### config.mk
export PLATFORM = sky130hd
export DESIGN_NAME = scalar_kalman_filter
export DESIGN_NICKNAME = d
export VERILOG_FILES = /design/src/design/skf_pkg.sv /design/src/design/scalar_kalman_filter.sv /design/src/design/skf_ctrl.sv /design/src/design/skf_dpath.sv
export SDC_FILE = /design/constraint.sdc
export NUM_CORES = 1
export LEC_CHECK = 0
export BUFFER_PORTS_ARGS = -buffer_cell sky130_fd_sc_hd__buf_2
export CORE_MARGIN = 2
export CORE_UTILIZATION = 30
export CTS_CLUSTER_DIAMETER = 80
export CTS_CLUSTER_SIZE = 14
export DETAILED_ROUTE_END_ITERATION = 7
export GPL_ROUTABILITY_DRIVEN = 1
export PLACE_DENSITY = 0.51
export RECOVER_POWER = 25
export SYNTH_ARGS = -nofsm -noshare
export SYNTH_HDL_FRONTEND = slang
export SYNTH_SLANG_ARGS = --single-unit
### constraint.sdc
create_clock -name clk -period 12.35 [get_ports clk]
set_input_delay 3.705 -clock clk [delete_from_list [all_inputs] [get_ports clk]]
set_output_delay 3.705 -clock clk [all_outputs]
set_load 0.02 [all_outputs]
### src/design/skf_pkg.sv
// Shared types and constants for the scalar Kalman filter.
package skf_pkg;

	localparam int WORD_W = 32;

	// Reset values of the configuration registers
	localparam logic [WORD_W-1:0] PROC_NOISE_RESET  = 32'd655;
	localparam logic [WORD_W-1:0] MEAS_NOISE_RESET  = 32'd65536;
	localparam logic [WORD_W-1:0] START_EST_RESET   = 32'd0;
	localparam logic [WORD_W-1:0] START_ERR_RESET   = 32'd65536;

	typedef enum logic [1:0] {
		OP_PREDICT = 2'd0,
		OP_UPDATE  = 2'd1,
		OP_RESTART = 2'd2
	} op_t;

	typedef enum logic [1:0] {
		CFG_PROC_NOISE = 2'd0,
		CFG_MEAS_NOISE = 2'd1,
		CFG_START_EST  = 2'd2,
		CFG_START_ERR  = 2'd3
	} cfg_idx_t;

	typedef enum logic [2:0] {
		S_IDLE,
		S_DIV,
		S_PREP,
		S_MUL,
		S_APPLY,
		S_FINISH
	} state_t;

	typedef struct packed {
		logic load;      // input transfer: latch operands, run predict and restart
		logic div_step;  // one restoring-divide step
		logic prep;      // fix gain, load multiplier operands
		logic mul_step;  // one shift-add step of both products
		logic apply;     // write new estimate and variance
		logic out_load;  // copy state into the output register
	} cmd_t;

	typedef struct packed {
		logic is_update;
	} sts_t;

endpackage

### src/design/scalar_kalman_filter.sv
// Top level of the scalar Kalman filter: controller plus datapath.
// One-dimensional Kalman filter, constant-state model, Q16.16 by default (FRAC_BITS
// fraction bits). Each input transfer returns exactly one result: estimate, error
// variance and last gain after the step. Predict, restart and the unused code go
// straight to FINISH and the output register. An update first runs a restoring
// divider for the gain, one quotient bit per cycle (FRAC_BITS+1 steps), then two
// shift-add multipliers side by side, one multiplier bit per cycle (FRAC_BITS+1
// steps), then APPLY and FINISH. One item is in work at a time; the output register
// lets the next item be taken while a result waits. Configuration writes are taken
// every cycle and should only be issued while the block is idle.
module scalar_kalman_filter #(
	parameter int FRAC_BITS = 16
) (
	input  logic                 clk,
	input  logic                 arst_n,
	input  logic                 cfg_valid,
	output logic                 cfg_ready,
	input  logic [1:0]           cfg_index,
	input  logic [31:0]          cfg_data,
	input  logic                 in_valid,
	output logic                 in_ready,
	input  logic [1:0]           operation,
	input  logic signed [31:0]   measurement,
	output logic                 out_valid,
	input  logic                 out_ready,
	output logic signed [31:0]   estimate,
	output logic [31:0]          error_variance,
	output logic [FRAC_BITS:0]   gain
);
	import skf_pkg::*;

	cmd_t cmd;
	sts_t sts;

	assign cfg_ready = 1'b1;

	skf_ctrl #(
		.FRAC_BITS(FRAC_BITS)
	) u_ctrl (
		.clk      (clk),
		.arst_n   (arst_n),
		.in_valid (in_valid),
		.in_ready (in_ready),
		.out_valid(out_valid),
		.out_ready(out_ready),
		.sts      (sts),
		.cmd      (cmd)
	);

	skf_dpath #(
		.FRAC_BITS(FRAC_BITS)
	) u_dpath (
		.clk           (clk),
		.arst_n        (arst_n),
		.cfg_we        (cfg_valid && cfg_ready),
		.cfg_index     (cfg_index),
		.cfg_data      (cfg_data),
		.operation     (operation),
		.measurement   (measurement),
		.cmd           (cmd),
		.sts           (sts),
		.estimate      (estimate),
		.error_variance(error_variance),
		.gain          (gain)
	);

endmodule

### src/design/skf_ctrl.sv
// Controller state machine: sequences the divide and multiply steps and the output register.
module skf_ctrl #(
	parameter int FRAC_BITS = 16
) (
	input  logic          clk,
	input  logic          arst_n,
	input  logic          in_valid,
	output logic          in_ready,
	output logic          out_valid,
	input  logic          out_ready,
	input  skf_pkg::sts_t sts,
	output skf_pkg::cmd_t cmd
);
	import skf_pkg::*;

	localparam int CNT_W = $clog2(FRAC_BITS + 1);

	state_t state_q, state_d;
	logic [CNT_W-1:0] cnt_q;
	logic last;
	logic out_valid_q;

	assign last = (cnt_q == CNT_W'(FRAC_BITS));
	assign out_valid = out_valid_q;

	always_ff @(posedge clk or negedge arst_n) begin
		if (!arst_n) begin
			state_q <= S_IDLE;
		end else begin
			state_q <= state_d;
		end
	end

	always_ff @(posedge clk or negedge arst_n) begin
		if (!arst_n) begin
			cnt_q <= '0;
		end else if (state_q == S_DIV || state_q == S_MUL) begin
			cnt_q <= last ? '0 : cnt_q + CNT_W'(1);
		end
	end

	always_ff @(posedge clk or negedge arst_n) begin
		if (!arst_n) begin
			out_valid_q <= 1'b0;
		end else if (cmd.out_load) begin
			out_valid_q <= 1'b1;
		end else if (out_ready) begin
			out_valid_q <= 1'b0;
		end
	end

	always_comb begin
		state_d  = state_q;
		cmd      = '0;
		in_ready = 1'b0;
		unique case (state_q)
			S_IDLE: begin
				in_ready = 1'b1;
				if (in_valid) begin
					cmd.load = 1'b1;
					state_d  = sts.is_update ? S_DIV : S_FINISH;
				end
			end
			S_DIV: begin
				cmd.div_step = 1'b1;
				if (last) state_d = S_PREP;
			end
			S_PREP: begin
				cmd.prep = 1'b1;
				state_d  = S_MUL;
			end
			S_MUL: begin
				cmd.mul_step = 1'b1;
				if (last) state_d = S_APPLY;
			end
			S_APPLY: begin
				cmd.apply = 1'b1;
				state_d   = S_FINISH;
			end
			S_FINISH: begin
				// wait for the output slot to free up
				if (!out_valid_q || out_ready) begin
					cmd.out_load = 1'b1;
					state_d      = S_IDLE;
				end
			end
			default: state_d = S_IDLE;
		endcase
	end

	a_cnt_idle: assert property (@(posedge clk) disable iff (!arst_n)
		(state_q != S_DIV && state_q != S_MUL) |-> cnt_q == '0)
		else $error("step counter not cleared outside divide/multiply");

	a_update_divides: assert property (@(posedge clk) disable iff (!arst_n)
		(in_valid && in_ready && sts.is_update) |=> state_q == S_DIV)
		else $error("update transfer did not start the divider");

	a_prep_after_div: assert property (@(posedge clk) disable iff (!arst_n)
		state_q == S_PREP |-> $past(state_q) == S_DIV)
		else $error("gain prepared without a divide");

	a_no_overwrite: assert property (@(posedge clk) disable iff (!arst_n)
		cmd.out_load |-> (!out_valid_q || out_ready))
		else $error("pending result overwritten");

endmodule

### src/design/skf_dpath.sv
// Datapath: configuration, filter state, serial divider, serial multipliers, output register.
module skf_dpath #(
	parameter int FRAC_BITS = 16
) (
	input  logic                      clk,
	input  logic                      arst_n,
	input  logic                      cfg_we,
	input  logic [1:0]                cfg_index,
	input  logic [31:0]               cfg_data,
	input  logic [1:0]                operation,
	input  logic signed [31:0]        measurement,
	input  skf_pkg::cmd_t             cmd,
	output skf_pkg::sts_t             sts,
	output logic signed [31:0]        estimate,
	output logic [31:0]               error_variance,
	output logic [FRAC_BITS:0]        gain
);
	import skf_pkg::*;

	localparam int GW = FRAC_BITS + 1;
	localparam int XW = FRAC_BITS + 34;  // gain times residual, signed
	localparam int VW = FRAC_BITS + 33;  // (one - gain) times variance
	localparam logic [GW-1:0] ONE = GW'(1) << FRAC_BITS;

	logic [31:0] pn_q, mn_q, se_q, ser_q;
	logic signed [31:0] est_q;
	logic [31:0] var_q;
	logic [GW-1:0] gain_q;

	logic [32:0] den_q;
	logic [33:0] rem_q;
	logic [GW-1:0] quo_q;
	logic signed [32:0] diff_q;
	logic [GW-1:0] mk_q, mo_q;
	logic signed [XW-1:0] accx_q;
	logic [VW-1:0] accv_q;

	logic signed [31:0] est_out_q;
	logic [31:0] var_out_q;
	logic [GW-1:0] gain_out_q;

	logic [32:0] psum;
	logic ge;
	logic [33:0] rem_sub;
	logic [GW-1:0] k_fix;
	logic signed [33:0] xs;
	logic signed [34:0] nx;
	logic signed [31:0] nx_clamped;

	assign sts.is_update = (operation == OP_UPDATE);

	assign psum    = {1'b0, var_q} + {1'b0, pn_q};
	assign ge      = (rem_q >= {1'b0, den_q});
	assign rem_sub = ge ? rem_q - {1'b0, den_q} : rem_q;
	assign k_fix   = (den_q == '0) ? '0 : quo_q;
	assign xs      = accx_q[XW-1:FRAC_BITS];
	assign nx      = {{3{est_q[31]}}, est_q} + {xs[33], xs};

	always_comb begin
		// saturate only if the top bits disagree
		if (nx[34:31] == 4'b0000 || nx[34:31] == 4'b1111) begin
			nx_clamped = nx[31:0];
		end else if (nx[34]) begin
			nx_clamped = {1'b1, 31'd0};
		end else begin
			nx_clamped = {1'b0, {31{1'b1}}};
		end
	end

	always_ff @(posedge clk or negedge arst_n) begin
		if (!arst_n) begin
			pn_q  <= PROC_NOISE_RESET;
			mn_q  <= MEAS_NOISE_RESET;
			se_q  <= START_EST_RESET;
			ser_q <= START_ERR_RESET;
		end else if (cfg_we) begin
			unique case (cfg_index)
				CFG_PROC_NOISE: pn_q  <= cfg_data;
				CFG_MEAS_NOISE: mn_q  <= cfg_data;
				CFG_START_EST:  se_q  <= cfg_data;
				CFG_START_ERR:  ser_q <= cfg_data;
				default: ;
			endcase
		end
	end

	always_ff @(posedge clk or negedge arst_n) begin
		if (!arst_n) begin
			est_q  <= START_EST_RESET;
			var_q  <= START_ERR_RESET;
			gain_q <= '0;
		end else if (cmd.load) begin
			case (operation)
				OP_PREDICT: var_q <= psum[32] ? '1 : psum[31:0];
				OP_RESTART: begin
					est_q  <= se_q;
					var_q  <= ser_q;
					gain_q <= '0;
				end
				default: ;  // update runs later; unused code holds state
			endcase
		end else if (cmd.prep) begin
			gain_q <= k_fix;
		end else if (cmd.apply) begin
			est_q <= nx_clamped;
			var_q <= accv_q[FRAC_BITS+31:FRAC_BITS];
		end
	end

	// working registers of the divider and multipliers, and the output register
	always_ff @(posedge clk) begin
		if (cmd.load) begin
			den_q  <= {1'b0, var_q} + {1'b0, mn_q};
			rem_q  <= {2'b00, var_q};
			diff_q <= {measurement[31], measurement} - {est_q[31], est_q};
		end
		if (cmd.div_step) begin
			rem_q <= {rem_sub[32:0], 1'b0};
			quo_q <= {quo_q[GW-2:0], ge};
		end
		if (cmd.prep) begin
			mk_q   <= k_fix;
			mo_q   <= ONE - k_fix;
			accx_q <= '0;
			accv_q <= '0;
		end
		if (cmd.mul_step) begin
			accx_q <= (accx_q <<< 1)
				+ (mk_q[GW-1] ? {{(XW-33){diff_q[32]}}, diff_q} : XW'(0));
			accv_q <= {accv_q[VW-2:0], 1'b0}
				+ (mo_q[GW-1] ? {{(VW-32){1'b0}}, var_q} : VW'(0));
			mk_q <= {mk_q[GW-2:0], 1'b0};
			mo_q <= {mo_q[GW-2:0], 1'b0};
		end
		if (cmd.out_load) begin
			est_out_q  <= est_q;
			var_out_q  <= var_q;
			gain_out_q <= gain_q;
		end
	end

	assign estimate       = est_out_q;
	assign error_variance = var_out_q;
	assign gain           = gain_out_q;

	a_var_shrinks: assert property (@(posedge clk) disable iff (!arst_n)
		cmd.apply |=> var_q <= $past(var_q))
		else $error("update grew the error variance");

	a_gain_range: assert property (@(posedge clk) disable iff (!arst_n)
		cmd.prep |=> gain_q <= ONE)
		else $error("gain above one");

	a_predict_grows: assert property (@(posedge clk) disable iff (!arst_n)
		(cmd.load && operation == OP_PREDICT) |=> var_q >= $past(var_q))
		else $error("predict reduced the error variance");

endmodule

==> impl_metrics.tcl, run 1 <==
set metrics [dict create \
    finalClockSkew_ns 0.05277 \
    synth_flop_cell "edfxtp_1" \
    p_leak_nw 14.61 \
    grt_pass1_vias 25470 \
    synth.cell_area_mm2 0.03409 \
    multi_input_area_mm2 0.01777 \
    path_buf_inv 2 \
    antenna_cells 0 \
    fin_nets 3773 \
    dieArea_mm2 0.1163 \
    ys_seq_area_share_pct 44.96 \
    required_ns 12.76 \
    clock_latency_ns 0.67 \
    core_mm2 0.1127 \
    period_share_pct 66.05 \
    end_kind "flop" \
    hp-class "reg2reg" \
    cp_max_fo 80 \
    routed_wl_um 105000 \
    synth-edff-count 327 \
    rrSetupSlack_ns 4.19 \
    grt_start_max_net_pins 97 \
    seq_area_mm2 0.01533 \
    fill_cells 11590 \
    r2r-start "u_ctrl.state_q[2]" \
    pin_count 157 \
    via_count 26370 \
    antenna_found_initial 11 \
    grt.total_usage_pct 17.75 \
    violations "max-capacitance violations, max-slew violations" \
    syn2layout_area_growth_pct 11.58 \
    finalSetupTns_ns 0 \
    clockRootBuffer "clkbuf_16" \
    layout_common_cells "edfxtp_1 (327), a21oi_1 (294), nor2_1 (284)" \
    pre_cts_ws_ns 5.585 \
    ys_async_sr_fraction_pct 39.85 \
    ir_drop_uv 132.2 \
    portBuffers 155 \
    rows 123 \
    layout_min_cycle_time_ns 8.158 \
    via_per_inst 5.286 \
    rsz0062_at_grt "no" \
    hold_depth 0 \
    fmax_mhz 122.6 \
    cts_buffers 50 \
    tightest_slew_ns 3.818 \
    worst_path_largest_cell_delay_ns 2.95 \
    worstPathArrival_ns 8.56 \
    htreeDepth 2 \
    maxCapViolCount 7 \
    syn-mean-instance-area_um2 10.22 \
    final_common_cell "edfxtp_1" \
    die_w_um 341.1 \
    power-per-cell-area_mw_per_mm2 267.1 \
    critical_path_class "reg2reg" \
    final_layout_size_suffix_gt1_share_pct 12.96 \
    setup_ws_ns 4.192 \
    cts_setup_buffers 0 \
    min_to "u_dpath.gain[5]" \
    drc 0 \
    synth-seq-cells 547 \
    dpl-instance-area_mm2 0.03651 \
    ys_types 96 \
    report.final.hold_viol_count 0 \
    final_area_mm2 0.03804 \
    hpwl_um 78220 \
    syn_inst 3334 \
    hold_start "u_dpath.gain_q[5]" \
    tritoncts "yes" \
    relSlewSlack_pct -155.9 \
    path_clk_slew_ns 0.07 \
    grt_remaining_overflow 0 \
    drt_iter0_markers 1789 \
    start_kind "flop" \
    post_cts_resized 0 \
    place_congestion 0.8939 \
    syn_nets 3659 \
    path_cells "nand2b_1 > clkinvlp_2 > nand2_1 > buf_4 > nor2_1 > a31o_2" \
    path_delay_family "buffers and inverters" \
    yosysWarnings 0 \
    grt_pass1_wl_um 159100 \
    drt_first_pass_iters 5 \
    ant_nets 0 \
    outcome "complete, but fails checks" \
    routedWlPerCell_um 21.06 \
    cts_sinks 547 \
    hold_buffers 0 \
    reg2regPathDepth 6 \
    start_util_pct 30.26 \
    reg2reg_to "u_dpath.accx_q[49]" \
    finalSetupViolations 0 \
    slowest_stage "clkinvlp_2" \
    slew_violations 314 \
    dieHeight_um 341.1 \
    clock_path_buffers 3 \
]
-- flip-flops by register name, indices dropped and copies added (netlist names), 17 cells and up --
name	count
u_dpath.quo_q	17
u_dpath.accv_q	48
u_dpath.ser_q	32
u_dpath.mn_q	32
u_dpath.gain	17
u_dpath.var_q	32
u_dpath.rem_q	34
u_dpath.pn_q	32
u_dpath.estimate	32
u_dpath.error_variance	32
u_dpath.mk_q	17
u_dpath.se_q	32
u_dpath.diff_q	33
u_dpath.accx_q	50
u_dpath.gain_q	17
u_dpath.den_q	33
u_dpath.est_q	32
-- cells by family (layout without fill, tap and decap cells) --
logic type      after synthesis  count (layout)  synth area share (%)
simple gates                934             934                 13.39
compound gates              991             991                 19.25
mux                         133             133                 4.375
buf+inv                     257             411                 2.988
xor+xnor                    219             219                 5.627
other cells                   1               1               0.01100
fa+ha+maj                   252             252                 9.404
flops                       547             547                 44.96
-- worst register-to-register path, cell delays in order, from the launching register on --
cell and delay (ns):
dfrtp_1 0.56, nand2b_1 0.39, clkinvlp_2 2.95, nand2_1 2.94, buf_4 0.70, nor2_1 0.12, a31o_2 0.26
-- cell type report --
| type | count | area share (%) |
|---|---|---|
| Timing Repair Buffer | 183 | 2.559 |
| Clock inverter | 11 | 0.3092 |
| Inverter | 136 | 1.352 |
| Clock buffer | 81 | 3.836 |
| Sequential cell | 547 | 40.29 |
| Multi-Input combinational cell | 2530 | 46.72 |
| Tap cell | 1500 | 4.934 |
-- per-stage QoR --
step | utilization, % | cells | power [mW] | hold WS (ns)
6_report | 33.76 | 4988 | 10.16 | 0.4551
5_1_grt | 33.76 | 4988 | 10.95 | 0.4661
4_1_cts | 33.81 | 4988 | 10.22 | 0.4585
3_5_place_dp | 32.41 | 4896 | 8.565 | 0.4396
3_3_place_gp | 32.41 | 4896 | 8.560 | 0.4367
2_1_floorplan | - | 3334 | 7.027 | 0.4244
-- power by group --
part / switching (mW) / internal (mW)
clock: 0.787 / 0.821
combinational: 3.23 / 2.15
sequential: 0.564 / 2.62
total: 4.58 / 5.58
-- metal layers --
metal  wire [um]  up-vias  track usage (%)  part of all wire, %
met4        2329        2            4.029                  2.2
met5          16        -                0                0.015
met2       49260      621            29.38                   47
li1            -    12670                -                    -
met1       48540    12970            24.62                   46
met3        4900      112            2.306                  4.7
-- synth_stat cells (8+ instances only) --
library cell,instances,share of area [%]
a311oi_1,11,0.28
ha_1,245,9.0
a22o_1,50,1.3
a31oi_1,32,0.59
nand2_1,179,2.0
mux2_2,128,4.2
o22ai_1,10,0.18
edfxtp_1,327,29
clkbuf_1,98,1.1
a21oi_1,294,4.3
a221oi_1,9,0.23
a21o_1,83,1.8
dfrtp_1,209,15
or3_1,31,0.57
o21ai_0,211,3.1
nand4_1,38,0.70
o31ai_1,15,0.33
xor2_1,93,2.4
nor3_1,65,0.95
nor2_1,285,3.1
o21a_1,37,0.81
nor2b_1,36,0.66
a221o_1,8,0.23
nand3b_1,8,0.18
dfstp_2,9,0.69
o31a_1,13,0.33
inv_1,134,1.5
a2111oi_2,11,0.48
o211ai_1,17,0.37
buf_2,10,0.15
nor4_1,22,0.40
xnor2_1,126,3.2
or2_2,15,0.28
o21bai_1,34,0.75
nand3_1,71,1.0
and2_1,79,1.4
and3_1,44,0.81
nand2b_1,43,0.79
a211oi_1,50,1.1
-- worst max path at each step --
| stage | slack (ns) | to | depth (start not counted) | from |
|---|---|---|---|---|
| 5_1_grt | 3.27 | u_dpath.accx_q[49] | 6 | u_ctrl.state_q[2] |
| 3_3_place_gp | 5.59 | u_dpath.diff_q[30] | 14 | measurement[0] |
| 6_report | 4.19 | u_dpath.accx_q[49] | 6 | u_ctrl.state_q[2] |
| 4_1_cts | 6.27 | u_dpath.diff_q[30] | 14 | measurement[0] |
| 2_1_floorplan | 4.39 | u_dpath.error_variance[0] | 2 | out_ready |
| 3_5_place_dp | 5.59 | u_dpath.diff_q[30] | 14 | measurement[0] |
Power figures use the tool's default switching activity.
==> run 2: changes to the inputs <==
clock period = 7.8 ns   (was 12.35 ns; I/O delays follow)
==> impl_metrics.tcl, run 2 (same netlist as run 1, synthesis figures left out) <==
set metrics [dict create \
    antenna_found_initial 11 \
    clock_latency_ns 0.67 \
    grt_pass1_wl_um 157000 \
    clockRootBuffer "clkbuf_16" \
    via_count 26050 \
    final_layout_size_suffix_gt1_share_pct 13.05 \
    report.final.hold_viol_count 0 \
    hold_depth 0 \
    die_w_um 341.1 \
    outcome "complete, but fails checks" \
    m1WireLength_um 48110 \
    grt_remaining_overflow 0 \
    drt_first_pass_iters 5 \
    cts_buffers 49 \
    portBuffers 155 \
    cts_sinks 547 \
    hpwl_um 77790 \
    start_kind "primary input" \
    fmax_mhz 209.8 \
    via_per_inst 5.223 \
    dr_wl_met2_um 48740 \
    pin_count 157 \
    finalSetupTns_ns 0 \
    tightest_slew_ns 3.124 \
    finalClockSkew_ns 0.05282 \
    hold_buffers 0 \
    ir_drop_uv 190.8 \
    top_regs "u_dpath.accx_q x50, u_dpath.accv_q x48, u_dpath.rem_q x34" \
    rsz0062_at_grt "no" \
    path_clk_slew_ns 0.07 \
    critical_path_class "in2reg" \
    grt_start_max_net_pins 121 \
    slew_violations 163 \
    clock_path_buffers 3 \
    grt.total_usage_pct 17.54 \
    final_area_mm2 0.03806 \
    dieHeight_um 341.1 \
    power_mw 16.05 \
    maxCapViolCount 2 \
    final_common_cell "edfxtp_1" \
    largest_register "u_dpath.accx_q" \
    fill_cells 11550 \
    largest_reg_flops 50 \
    violations "max-capacitance violations, max-slew violations" \
    power-per-cell-area_mw_per_mm2 421.6 \
    hp-class "reg2reg" \
    core_mm2 0.1127 \
    syn2layout_area_growth_pct 11.65 \
    finalSetupViolations 0 \
    routedWlPerCell_um 20.90 \
    required_ns 8.19 \
    ant_nets 0 \
    layout_common_cells "edfxtp_1 (327), a21oi_1 (294), nor2_1 (284)" \
    layout_min_cycle_time_ns 4.767 \
    tritoncts "yes" \
    cp_max_fo 4 \
    htreeDepth 2 \
    dr_wl_met3_um 5121 \
    period_share_pct 61.12 \
    drc 0 \
    worstPathArrival_ns 5.16 \
    reg2regPathDepth 13 \
    whs_ns 0.4555 \
    end_kind "flop" \
    dpl-instance-area_mm2 0.03653 \
    fin_nets 3773 \
    grt_pass1_vias 25570 \
    place_congestion 0.9070 \
    relSlewSlack_pct -108.3 \
    dieArea_mm2 0.1163 \
    routed_wl_um 104200 \
    p_leak_nw 14.63 \
    cts_setup_buffers 0 \
    routed.top_layer "met4" \
    post_cts_resized 0 \
    start_util_pct 30.26 \
    rows 123 \
    drt_iter0_markers 1794 \
]
-- run 2: layout make-up --
cell class                      count  area (um2)  share of cell area, %
Inverter                          136       518.0                  1.361
Multi-Input combinational cell   2530       17790                  46.76
Sequential cell                   547       15330                  40.27
Clock inverter                     11       128.9                 0.3386
Clock buffer                       79        1418                  3.725
Antenna cell                        1       2.502               0.006575
Tap cell                         1500        1877                  4.931
Timing Repair Buffer              184       994.7                  2.614
-- run 2: power breakdown --
group          switching, mW  internal, mW
clock                   1.21          1.29
sequential             0.879          4.14
combinational           5.12          3.41
total                   7.20          8.84
-- run 2: path summary, 6_finish.rpt --
path | startpoint | end | slack, ns
max in group asynchronous | arst_n | u_dpath.se_q[14] | 3.26
min in group asynchronous | arst_n | u_dpath.mn_q[28] | 2.68
hold reg to reg | u_dpath.gain_q[10] | u_dpath.gain[10] | 0.46
setup / recovery | measurement[0] | u_dpath.diff_q[30] | 3.03
hold / removal | u_dpath.gain_q[10] | u_dpath.gain[10] | 0.46
setup reg to reg | u_dpath.mo_q[16] | u_dpath.accv_q[45] | 3.25
-- run 2: through the flow --
stage	worst slack (ns)	utilization, %	instances
after floorplan	1.204	-	3334
after global placement	2.433	32.43	4897
after detailed placement	2.417	32.43	4897
after CTS	3.097	33.80	4987
after global routing	2.654	33.78	4988
final	3.033	33.78	4988
-- run 2: critical path: stages --
cell      delay (ns)
buf_2           0.10
inv_1           0.04
ha_1            0.18
fa_1            0.23
nor2b_1         0.08
o31a_1          0.33
o22ai_2         0.33
nor2_1          0.13
o31ai_2         0.43
a211oi_1        0.18
o31ai_2         0.42
o21bai_1        0.11
a21oi_1         0.18
xnor2_1         0.08
-- run 2: per-layer routing --
layer	GRT usage (%)	vias up
met2	29.50	583
met3	2.518	124
met1	23.83	12710
li1	-	12640
met5	0	-
met4	3.919	0
